--- src/rtl/bqc_pkg.sv ---
// ----------------------------------------------------------------------------
// Biquad cascade package
// Field widths, operation codes, step codes of the control program, the
// control word and status bundle, and the control program itself.
// ----------------------------------------------------------------------------
package bqc_pkg;

    // Word field widths
    localparam int OP_W        = 2;
    localparam int SEC_FIELD_W = 3;
    localparam int SLOT_W      = 3;
    localparam int DATA_W      = 32;
    localparam int COUNT_W     = 4;

    // Operation codes
    localparam logic [OP_W-1:0] OP_FILTER     = 2'd0;
    localparam logic [OP_W-1:0] OP_LOAD_COEF  = 2'd1;
    localparam logic [OP_W-1:0] OP_LOAD_DELAY = 2'd2;
    localparam logic [OP_W-1:0] OP_READ_DELAY = 2'd3;

    // Section layout and number formats
    localparam int COEFS     = 5;
    localparam int DELAYS    = 2;
    localparam int COEF_FRAC = 28;
    localparam int PROD_W    = 2 * DATA_W;
    localparam int ACC_W     = PROD_W + 2;

    // Coefficient slots
    localparam logic [SLOT_W-1:0] SLOT_B0 = 3'd0;
    localparam logic [SLOT_W-1:0] SLOT_B1 = 3'd1;
    localparam logic [SLOT_W-1:0] SLOT_B2 = 3'd2;
    localparam logic [SLOT_W-1:0] SLOT_A1 = 3'd3;
    localparam logic [SLOT_W-1:0] SLOT_A2 = 3'd4;

    // Step codes of the control program
    localparam int STEP_W = 4;
    localparam logic [STEP_W-1:0] ST_CLR  = 4'd0;
    localparam logic [STEP_W-1:0] ST_IDLE = 4'd1;
    localparam logic [STEP_W-1:0] ST_DISP = 4'd2;
    localparam logic [STEP_W-1:0] ST_PRE  = 4'd3;
    localparam logic [STEP_W-1:0] ST_S0   = 4'd4;
    localparam logic [STEP_W-1:0] ST_S1   = 4'd5;
    localparam logic [STEP_W-1:0] ST_S2   = 4'd6;
    localparam logic [STEP_W-1:0] ST_S3   = 4'd7;
    localparam logic [STEP_W-1:0] ST_S4   = 4'd8;
    localparam logic [STEP_W-1:0] ST_FIN  = 4'd9;
    localparam logic [STEP_W-1:0] ST_RD0  = 4'd10;
    localparam logic [STEP_W-1:0] ST_RD1  = 4'd11;

    // Jump kinds
    localparam int JMP_W = 3;
    localparam logic [JMP_W-1:0] JMP_NEXT   = 3'd0;
    localparam logic [JMP_W-1:0] JMP_GOTO   = 3'd1;
    localparam logic [JMP_W-1:0] JMP_CLR    = 3'd2;
    localparam logic [JMP_W-1:0] JMP_ACCEPT = 3'd3;
    localparam logic [JMP_W-1:0] JMP_DISP   = 3'd4;
    localparam logic [JMP_W-1:0] JMP_LAST   = 3'd5;
    localparam logic [JMP_W-1:0] JMP_OUT    = 3'd6;

    // Main accumulator operations
    localparam int ACC_OP_W = 3;
    localparam logic [ACC_OP_W-1:0] ACC_HOLD     = 3'd0;
    localparam logic [ACC_OP_W-1:0] ACC_LOAD_DLY = 3'd1;
    localparam logic [ACC_OP_W-1:0] ACC_ADD      = 3'd2;
    localparam logic [ACC_OP_W-1:0] ACC_DLY_ADD  = 3'd3;
    localparam logic [ACC_OP_W-1:0] ACC_SUB      = 3'd4;

    // Second accumulator operations
    localparam int ACC1_OP_W = 2;
    localparam logic [ACC1_OP_W-1:0] ACC1_HOLD = 2'd0;
    localparam logic [ACC1_OP_W-1:0] ACC1_LOAD = 2'd1;
    localparam logic [ACC1_OP_W-1:0] ACC1_SUB  = 2'd2;

    // One control word of the program
    typedef struct packed {
        logic [JMP_W-1:0]     jmp;
        logic [STEP_W-1:0]    target;
        logic                 ready;
        logic                 disp_wr;
        logic                 clr;
        logic                 init;
        logic                 coef_rd;
        logic [SLOT_W-1:0]    coef_slot;
        logic                 dly_rd;
        logic                 dly_slot;
        logic                 rd_next;
        logic                 rd_item;
        logic [ACC_OP_W-1:0]  acc_op;
        logic [ACC1_OP_W-1:0] acc1_op;
        logic                 mul_y;
        logic                 rnd_alt;
        logic                 y_ld;
        logic                 z_wr;
        logic                 z_slot;
        logic                 adv;
        logic                 rd_load;
        logic                 push;
    } ctl_t;

    // Status returned from the datapath to the sequencer
    typedef struct packed {
        logic            clr_done;
        logic            last;
        logic            out_free;
        logic [OP_W-1:0] op;
    } stat_t;

    // The control program. Per section the five steps S0..S4 repeat; the
    // writeback of a section's delays overlaps the next section's first two
    // steps, so after the last section S0 and S1 run once more as a tail.
    function automatic ctl_t ucode(input logic [STEP_W-1:0] step);
        ctl_t w;
        w        = '0;
        w.jmp    = JMP_GOTO;
        w.target = ST_IDLE;
        unique case (step)
            ST_CLR:
            begin
                w.clr    = 1'b1;
                w.jmp    = JMP_CLR;
                w.target = ST_IDLE;
            end
            ST_IDLE:
            begin
                w.ready  = 1'b1;
                w.jmp    = JMP_ACCEPT;
                w.target = ST_DISP;
            end
            ST_DISP:
            begin
                w.disp_wr = 1'b1;
                w.jmp     = JMP_DISP;
            end
            ST_PRE:
            begin
                w.init      = 1'b1;
                w.coef_rd   = 1'b1;
                w.coef_slot = SLOT_B0;
                w.dly_rd    = 1'b1;
                w.dly_slot  = 1'b0;
                w.jmp       = JMP_NEXT;
            end
            ST_S0:
            begin
                w.acc_op    = ACC_LOAD_DLY;
                w.acc1_op   = ACC1_SUB;
                w.coef_rd   = 1'b1;
                w.coef_slot = SLOT_B1;
                w.dly_rd    = 1'b1;
                w.dly_slot  = 1'b1;
                w.z_wr      = 1'b1;
                w.z_slot    = 1'b0;
                w.jmp       = JMP_NEXT;
            end
            ST_S1:
            begin
                w.acc_op    = ACC_ADD;
                w.coef_rd   = 1'b1;
                w.coef_slot = SLOT_B2;
                w.rnd_alt   = 1'b1;
                w.z_wr      = 1'b1;
                w.z_slot    = 1'b1;
                w.jmp       = JMP_LAST;
                w.target    = ST_FIN;
            end
            ST_S2:
            begin
                w.y_ld      = 1'b1;
                w.acc_op    = ACC_DLY_ADD;
                w.coef_rd   = 1'b1;
                w.coef_slot = SLOT_A1;
                w.jmp       = JMP_NEXT;
            end
            ST_S3:
            begin
                w.acc1_op   = ACC1_LOAD;
                w.mul_y     = 1'b1;
                w.coef_rd   = 1'b1;
                w.coef_slot = SLOT_A2;
                w.jmp       = JMP_NEXT;
            end
            ST_S4:
            begin
                w.acc_op    = ACC_SUB;
                w.mul_y     = 1'b1;
                w.coef_rd   = 1'b1;
                w.coef_slot = SLOT_B0;
                w.dly_rd    = 1'b1;
                w.dly_slot  = 1'b0;
                w.rd_next   = 1'b1;
                w.adv       = 1'b1;
                w.jmp       = JMP_GOTO;
                w.target    = ST_S0;
            end
            ST_FIN:
            begin
                w.push   = 1'b1;
                w.jmp    = JMP_OUT;
                w.target = ST_IDLE;
            end
            ST_RD0:
            begin
                w.dly_rd  = 1'b1;
                w.rd_item = 1'b1;
                w.jmp     = JMP_NEXT;
            end
            ST_RD1:
            begin
                w.rd_load = 1'b1;
                w.jmp     = JMP_GOTO;
                w.target  = ST_FIN;
            end
            default:
            begin
                w.jmp    = JMP_GOTO;
                w.target = ST_IDLE;
            end
        endcase
        return w;
    endfunction

endpackage

--- src/rtl/bqc_sequencer.sv ---
// ----------------------------------------------------------------------------
// Biquad cascade sequencer
// Step counter over the control program, with conditional jumps on the
// handshake, the operation code, the clearing pass and the section loop.
// ----------------------------------------------------------------------------
module bqc_sequencer (
    input  logic            clk,
    input  logic            rst_n,
    input  logic            in_valid,
    input  bqc_pkg::stat_t  stat,
    output bqc_pkg::ctl_t   ctl
);
    import bqc_pkg::*;

    logic [STEP_W-1:0] step_reg;
    logic [STEP_W-1:0] step_next;
    logic [STEP_W-1:0] step_inc;

    // Current control word straight from the program table.
    assign ctl      = ucode(step_reg);
    assign step_inc = step_reg + STEP_W'(1);

    // Next step selection.
    always_comb
    begin
        unique case (ctl.jmp)
            JMP_NEXT:   step_next = step_inc;
            JMP_GOTO:   step_next = ctl.target;
            JMP_CLR:    step_next = stat.clr_done ? ctl.target : step_reg;
            JMP_ACCEPT: step_next = in_valid ? ctl.target : step_reg;
            JMP_LAST:   step_next = stat.last ? ctl.target : step_inc;
            JMP_OUT:    step_next = stat.out_free ? ctl.target : step_reg;
            JMP_DISP:
            begin
                priority if (stat.op == OP_FILTER)
                    step_next = ST_PRE;
                else if (stat.op == OP_READ_DELAY)
                    step_next = ST_RD0;
                else
                    step_next = ST_IDLE;
            end
            default:    step_next = ST_IDLE;
        endcase
    end

    // Step counter; reset starts the memory clearing pass.
    always_ff @(posedge clk or negedge rst_n)
    begin
        if (!rst_n)
            step_reg <= ST_CLR;
        else
            step_reg <= step_next;
    end

    // The section loop leaves through the writeback tail into the result step.
    assert property (@(posedge clk) disable iff (!rst_n)
        (step_reg == ST_S1 && stat.last) |=> step_reg == ST_FIN)
        else $error("section loop did not end in the result step");

    // A result step holds while the output register is still occupied.
    assert property (@(posedge clk) disable iff (!rst_n)
        (step_reg == ST_FIN && !stat.out_free) |=> step_reg == ST_FIN)
        else $error("result step left with the output register full");

    // A word offered while idle is taken and dispatched.
    assert property (@(posedge clk) disable iff (!rst_n)
        (step_reg == ST_IDLE && in_valid) |=> step_reg == ST_DISP)
        else $error("offered word not dispatched");

endmodule

--- config.mk ---
export PLATFORM = sky130hd
export DESIGN_NAME = bqc_sequencer
export DESIGN_NICKNAME = d
export VERILOG_FILES = /design/src/rtl/bqc_pkg.sv /design/src/rtl/bqc_sequencer.sv
export SDC_FILE = /design/constraint.sdc
export NUM_CORES = 1
export LEC_CHECK = 0
export ABC_AREA = 1
export BUFFER_PORTS_ARGS = -buffer_cell sky130_fd_sc_hd__buf_2
export CAP_MARGIN = 20
export CORE_ASPECT_RATIO = 0.6
export CORE_MARGIN = 2
export CORE_UTILIZATION = 23
export CTS_CLUSTER_SIZE = 14
export DETAILED_ROUTE_END_ITERATION = 6
export PLACE_DENSITY = 0.47
export SLEW_MARGIN = 25
export SYNTH_ARGS = -nofsm -noshare
export SYNTH_HDL_FRONTEND = slang
export SYNTH_SLANG_ARGS = --single-unit
export TNS_END_PERCENT = 1
--- constraint.sdc ---
create_clock -name clk -period 1.6 [get_ports clk]
set_input_delay 0.24 -clock clk [delete_from_list [all_inputs] [get_ports clk]]
set_output_delay 0.24 -clock clk [all_outputs]
set_load 0.005 [all_outputs]
# After elaboration in Yosys (flattened, before gate mapping)
# Cells that the tools add are included.
[classes]
n_addsub = 1
n_eq_ne = 21
muxes = 26
reduce_logical = 9
[ops]
columns = ["operator", "n"]
rows = [
  ["$pmux 4 s7", 1],
  ["$mux 4", 6],
  ["$pmux 4 s5", 1],
  ["$pmux 3 s6", 1],
  ["$eq 4x3->1 const B", 4],
  ["$eq 4x4->1 const B", 4],
  ["$mux 1", 13],
  ["$pmux 3 s4", 1],
  ["$pmux 4 s3", 1],
  ["$eq 3x3->1 const B", 3],
  ["$eq 4x2->1 const B", 2],
  ["$pmux 2 s2", 2],
  ["$eq 3x2->1 const B", 2],
  ["$ne 2x2->1 const B", 3],
  ["$reduce_or 2->1", 3],
  ["$reduce_or 5->1", 1],
  ["$add 4x1->4 const B", 1],
  ["$eq 4x1->1 const B", 1],
  ["$logic_not 4->1", 1],
  ["$reduce_or 4->1", 1],
  ["$eq 3x1->1 const B", 1],
  ["$logic_not 3->1", 1],
  ["$reduce_and 3->1", 1],
  ["$eq 2x2->1 const B", 1],
  ["$logic_not 2->1", 1],
]
[word_totals]
reg_bits = 4
output_inout_bits = 32

# Longest topological paths before layout
[depth]
word_depth = 6
ltp_mapped = 12

# Worst setup path after synthesis
# OpenSTA, ideal clock, no wires.
[synth_timing]
path_type = "reg2reg"
from = "register step_reg[1]"
to = "register step_reg[1]"
setup_time_ns = 0.116
t_arrival_ns = 1.454
required_time_ns = 1.484
slack_ns = 0.030
stages_incl_launch_ff = 12
path_buffers = 0
synth_period_minus_slack_ns = 1.570
cell_sequence = "dfrtp_1 > inv_1 > ha_1 > nand3_1 > nand3_4 > nand2_2 > o21ai_2 > nand2_2 > nand2_4 > nor2_2 > nand2_1 > nand2_1"
[synth_rtl]
columns = ["item", "line", "source"]
rows = [
  ["start, declared", "bqc_sequencer.sv:15", "logic [STEP_W-1:0] step_reg;"],
  ["start signal, assigned", "bqc_sequencer.sv:52", "step_reg <= step_next;"],
]

==> flow_metrics.tcl <==
set metrics [dict create \
    antenna_found_initial 0 \
    p_leak_nw 0.973 \
    power_density_nw_per_um2 1710 \
    ant_nets 0 \
    grt_pass1_wl_um 4870 \
    worst_slack_ps -163 \
    setup_viol 24 \
    path_max_fanout 4 \
    critPathKind "flip-flop to output pin" \
    yosys.area.top_type "dfrtp_1" \
    synth.top_cells.by_count "23 x nand2_1, 22 x inv_1, 10 x nand3_1, 9 x nor2_1, 8 x nand2_2" \
    drc 0 \
    die_area_um2 4620 \
    cp_cell_sequence "inv_2 -> ha_4 -> nand3_4 -> nand3_2 -> nor2_2 -> nand2_2 -> nand2_2 -> buf_2" \
    tightest_slew_ps 218 \
    hold_slack_ps 357 \
    placed_cells 246 \
    ff_latch_area_um2 101 \
    instances_no_fill 259 \
    synth-edff-count 0 \
    synth_top_area_share_pct 10.7 \
    synthTopCellsByArea "dfrtp_1 11%, nand2_1 9.2%, inv_1 8.8%" \
    portBuffers 39 \
    die_w_um 86.4 \
    ir_worst_vdd_mv 0.870 \
    seq_area_frac_synth_pct 10.7 \
    ys.warnings.count 0 \
    r2r_cells 13 \
    fin_crit_ps 1760 \
    syn_avg_cell_area_um2 6.84 \
    fmax_mhz 567 \
    rows 17 \
    worst_path_most_repeated_cell "nand2_2" \
    outcome "finished with violations" \
    pin_count 40 \
    gp_congestion 0.818 \
    clk_path_buf_depth 2 \
    first_pass_iters 4 \
    area_growth_syn_to_layout_pct 79.2 \
    grtUsageTotal_pct 13.5 \
    dpl.hpwl_um 2370 \
    core_um2 3790 \
    tns_ps -1320 \
    ys.flop_type "dfrtp_1" \
    start_util_pct 24.8 \
    hp-class "input pin to async pin" \
    grt_overflow 0 \
    critPathArrivalTime_ps 1520 \
    relSlewSlack_pct 85.4 \
    synth_area_um2 937 \
    drv_cap 0 \
    cp-startpoint "step_reg[0]" \
    worstReg2RegStart "step_reg[0]" \
    grt_max_degree 9 \
    die_y_um 53.4 \
    multi_input_area_um2 793 \
    syn_inst 137 \
    routed_via_density 4.17 \
    synth.ff_latch_count 4 \
    r2r-end "step_reg[0]" \
    clock_sinks 4 \
    cp-start-kind "flip-flop" \
    cts_tree "built" \
    cts_max_level 1 \
    rsz0062_at_grt "yes" \
    clk_latency_ps 210 \
    synth_fp_nets 151 \
    grt_pass1_vias 980 \
    skew_ps 0.888 \
    power.total_mw 2.87 \
    rrSetupSlack_ps -90 \
    crit_slowest_cell "dfrtp_1" \
    fin_nets 228 \
    vias 1079 \
    clk_root_buffer_cell "clkbuf_8" \
    drtIter0Drc 36 \
    end_kind "output pin" \
    drive_gt1_share_pct 67.0 \
    routedWlPerCell_um 11.4 \
    finalCritPeriodShare_pct 110 \
    violations "negative setup slack" \
    hold_viol 0 \
    yosysMostFrequentCell "nand2_1" \
    async_reset_ff_share_pct 100 \
    slew_violations 0 \
    path_clk_slew_ps 30 \
    diodes 0 \
    cts_buffers 3 \
    yosysUniqueCellTypes 28 \
    cpPeakStageDelay_ps 410 \
    largest_reg_flops 4 \
    nFillCells 394 \
    critPathRequiredTime_ps 1360 \
    wl_um 2960 \
]
## placed cells by master, fill, tap and decap left out, types with 4 or more instances in the layout
cell type,Yosys,layout
nor2_2,4,5
nand2_1,23,19
nand4_1,6,6
buf_2,0,37
nand3_4,2,6
inv_1,22,15
o21ai_1,5,4
buf_4,4,30
buf_6,2,8
nand2_2,8,10
ha_4,0,4
nand3_1,10,9
nand2_4,3,5
nor2_1,9,5
inv_2,4,10
nand3_2,7,4
nor2_4,3,6
## worst max-delay path, delay by kind of cell, from the launching register on
kind,cells,cell delay (ps)
buf+inv,2,270
simple gates,5,400
fa+ha+maj,1,230
flops,1,410
## per-stage QoR
| stage | setup slack [ps] | utilization, % | cell area [um2] |
|---|---|---|---|
| floorplan | 30.1 | - | 937 |
| global placement | -200 | 36.8 | 1390 |
| detailed placement | -176 | 36.8 | 1390 |
| CTS | -109 | 43.5 | 1650 |
| global route | -217 | 44.3 | 1680 |
| finish | -163 | 44.3 | 1680 |
## layer usage
layer / vias to the layer above / global-route usage (%) / routed length [um]
met5: - / 0 / 0
met2: 31 / 21.0 / 1270
met3: 0 / 0.624 / 148
met4: 0 / 3.13 / 0
met1: 461 / 20.3 / 1540
li1: 587 / - / -
## repair_timing
action	CTS	global route
gates resized for setup	34	12
setup endpoints to repair	36	35
buffers inserted	11	0
hold buffers	1	0
pin swaps	15	6
hold endpoints to repair	4	0
## logic make-up after synthesis
| family | count (synthesis) | synth area share (%) |
|---|---|---|
| compound gates | 10 | 6.54 |
| simple gates | 78 | 53.5 |
| flops | 4 | 10.7 |
| xor+xnor | 2 | 1.87 |
| buf+inv | 37 | 19.4 |
| fa+ha+maj | 6 | 8.01 |
## worst max path at each step
stage,slack (ps),end
4_1_cts,-110,ctl[29]
2_1_floorplan,30,step_reg[1]
3_5_place_dp,-180,step_reg[0]
5_1_grt,-220,step_reg[1]
3_3_place_gp,-200,step_reg[1]
6_report,-160,ctl[29]
## power breakdown
group / internal, mW / leakage (nW) / switching, mW
Sequential: 0.141 / 0.0504 / 0.0473
Clock: 0.160 / 0.0216 / 0.0481
Combinational: 1.17 / 0.901 / 1.31
Total: 1.47 / 0.973 / 1.41
## layout make-up
class	count	share of cell area (%)
Multi-Input combinational cell	96	47.2
Tap cell	47	3.50
Timing Repair Buffer	78	32.8
Inverter	31	7.97
Clock buffer	3	2.46
Sequential cell	4	6.04
(Power assumes the default switching activity.)
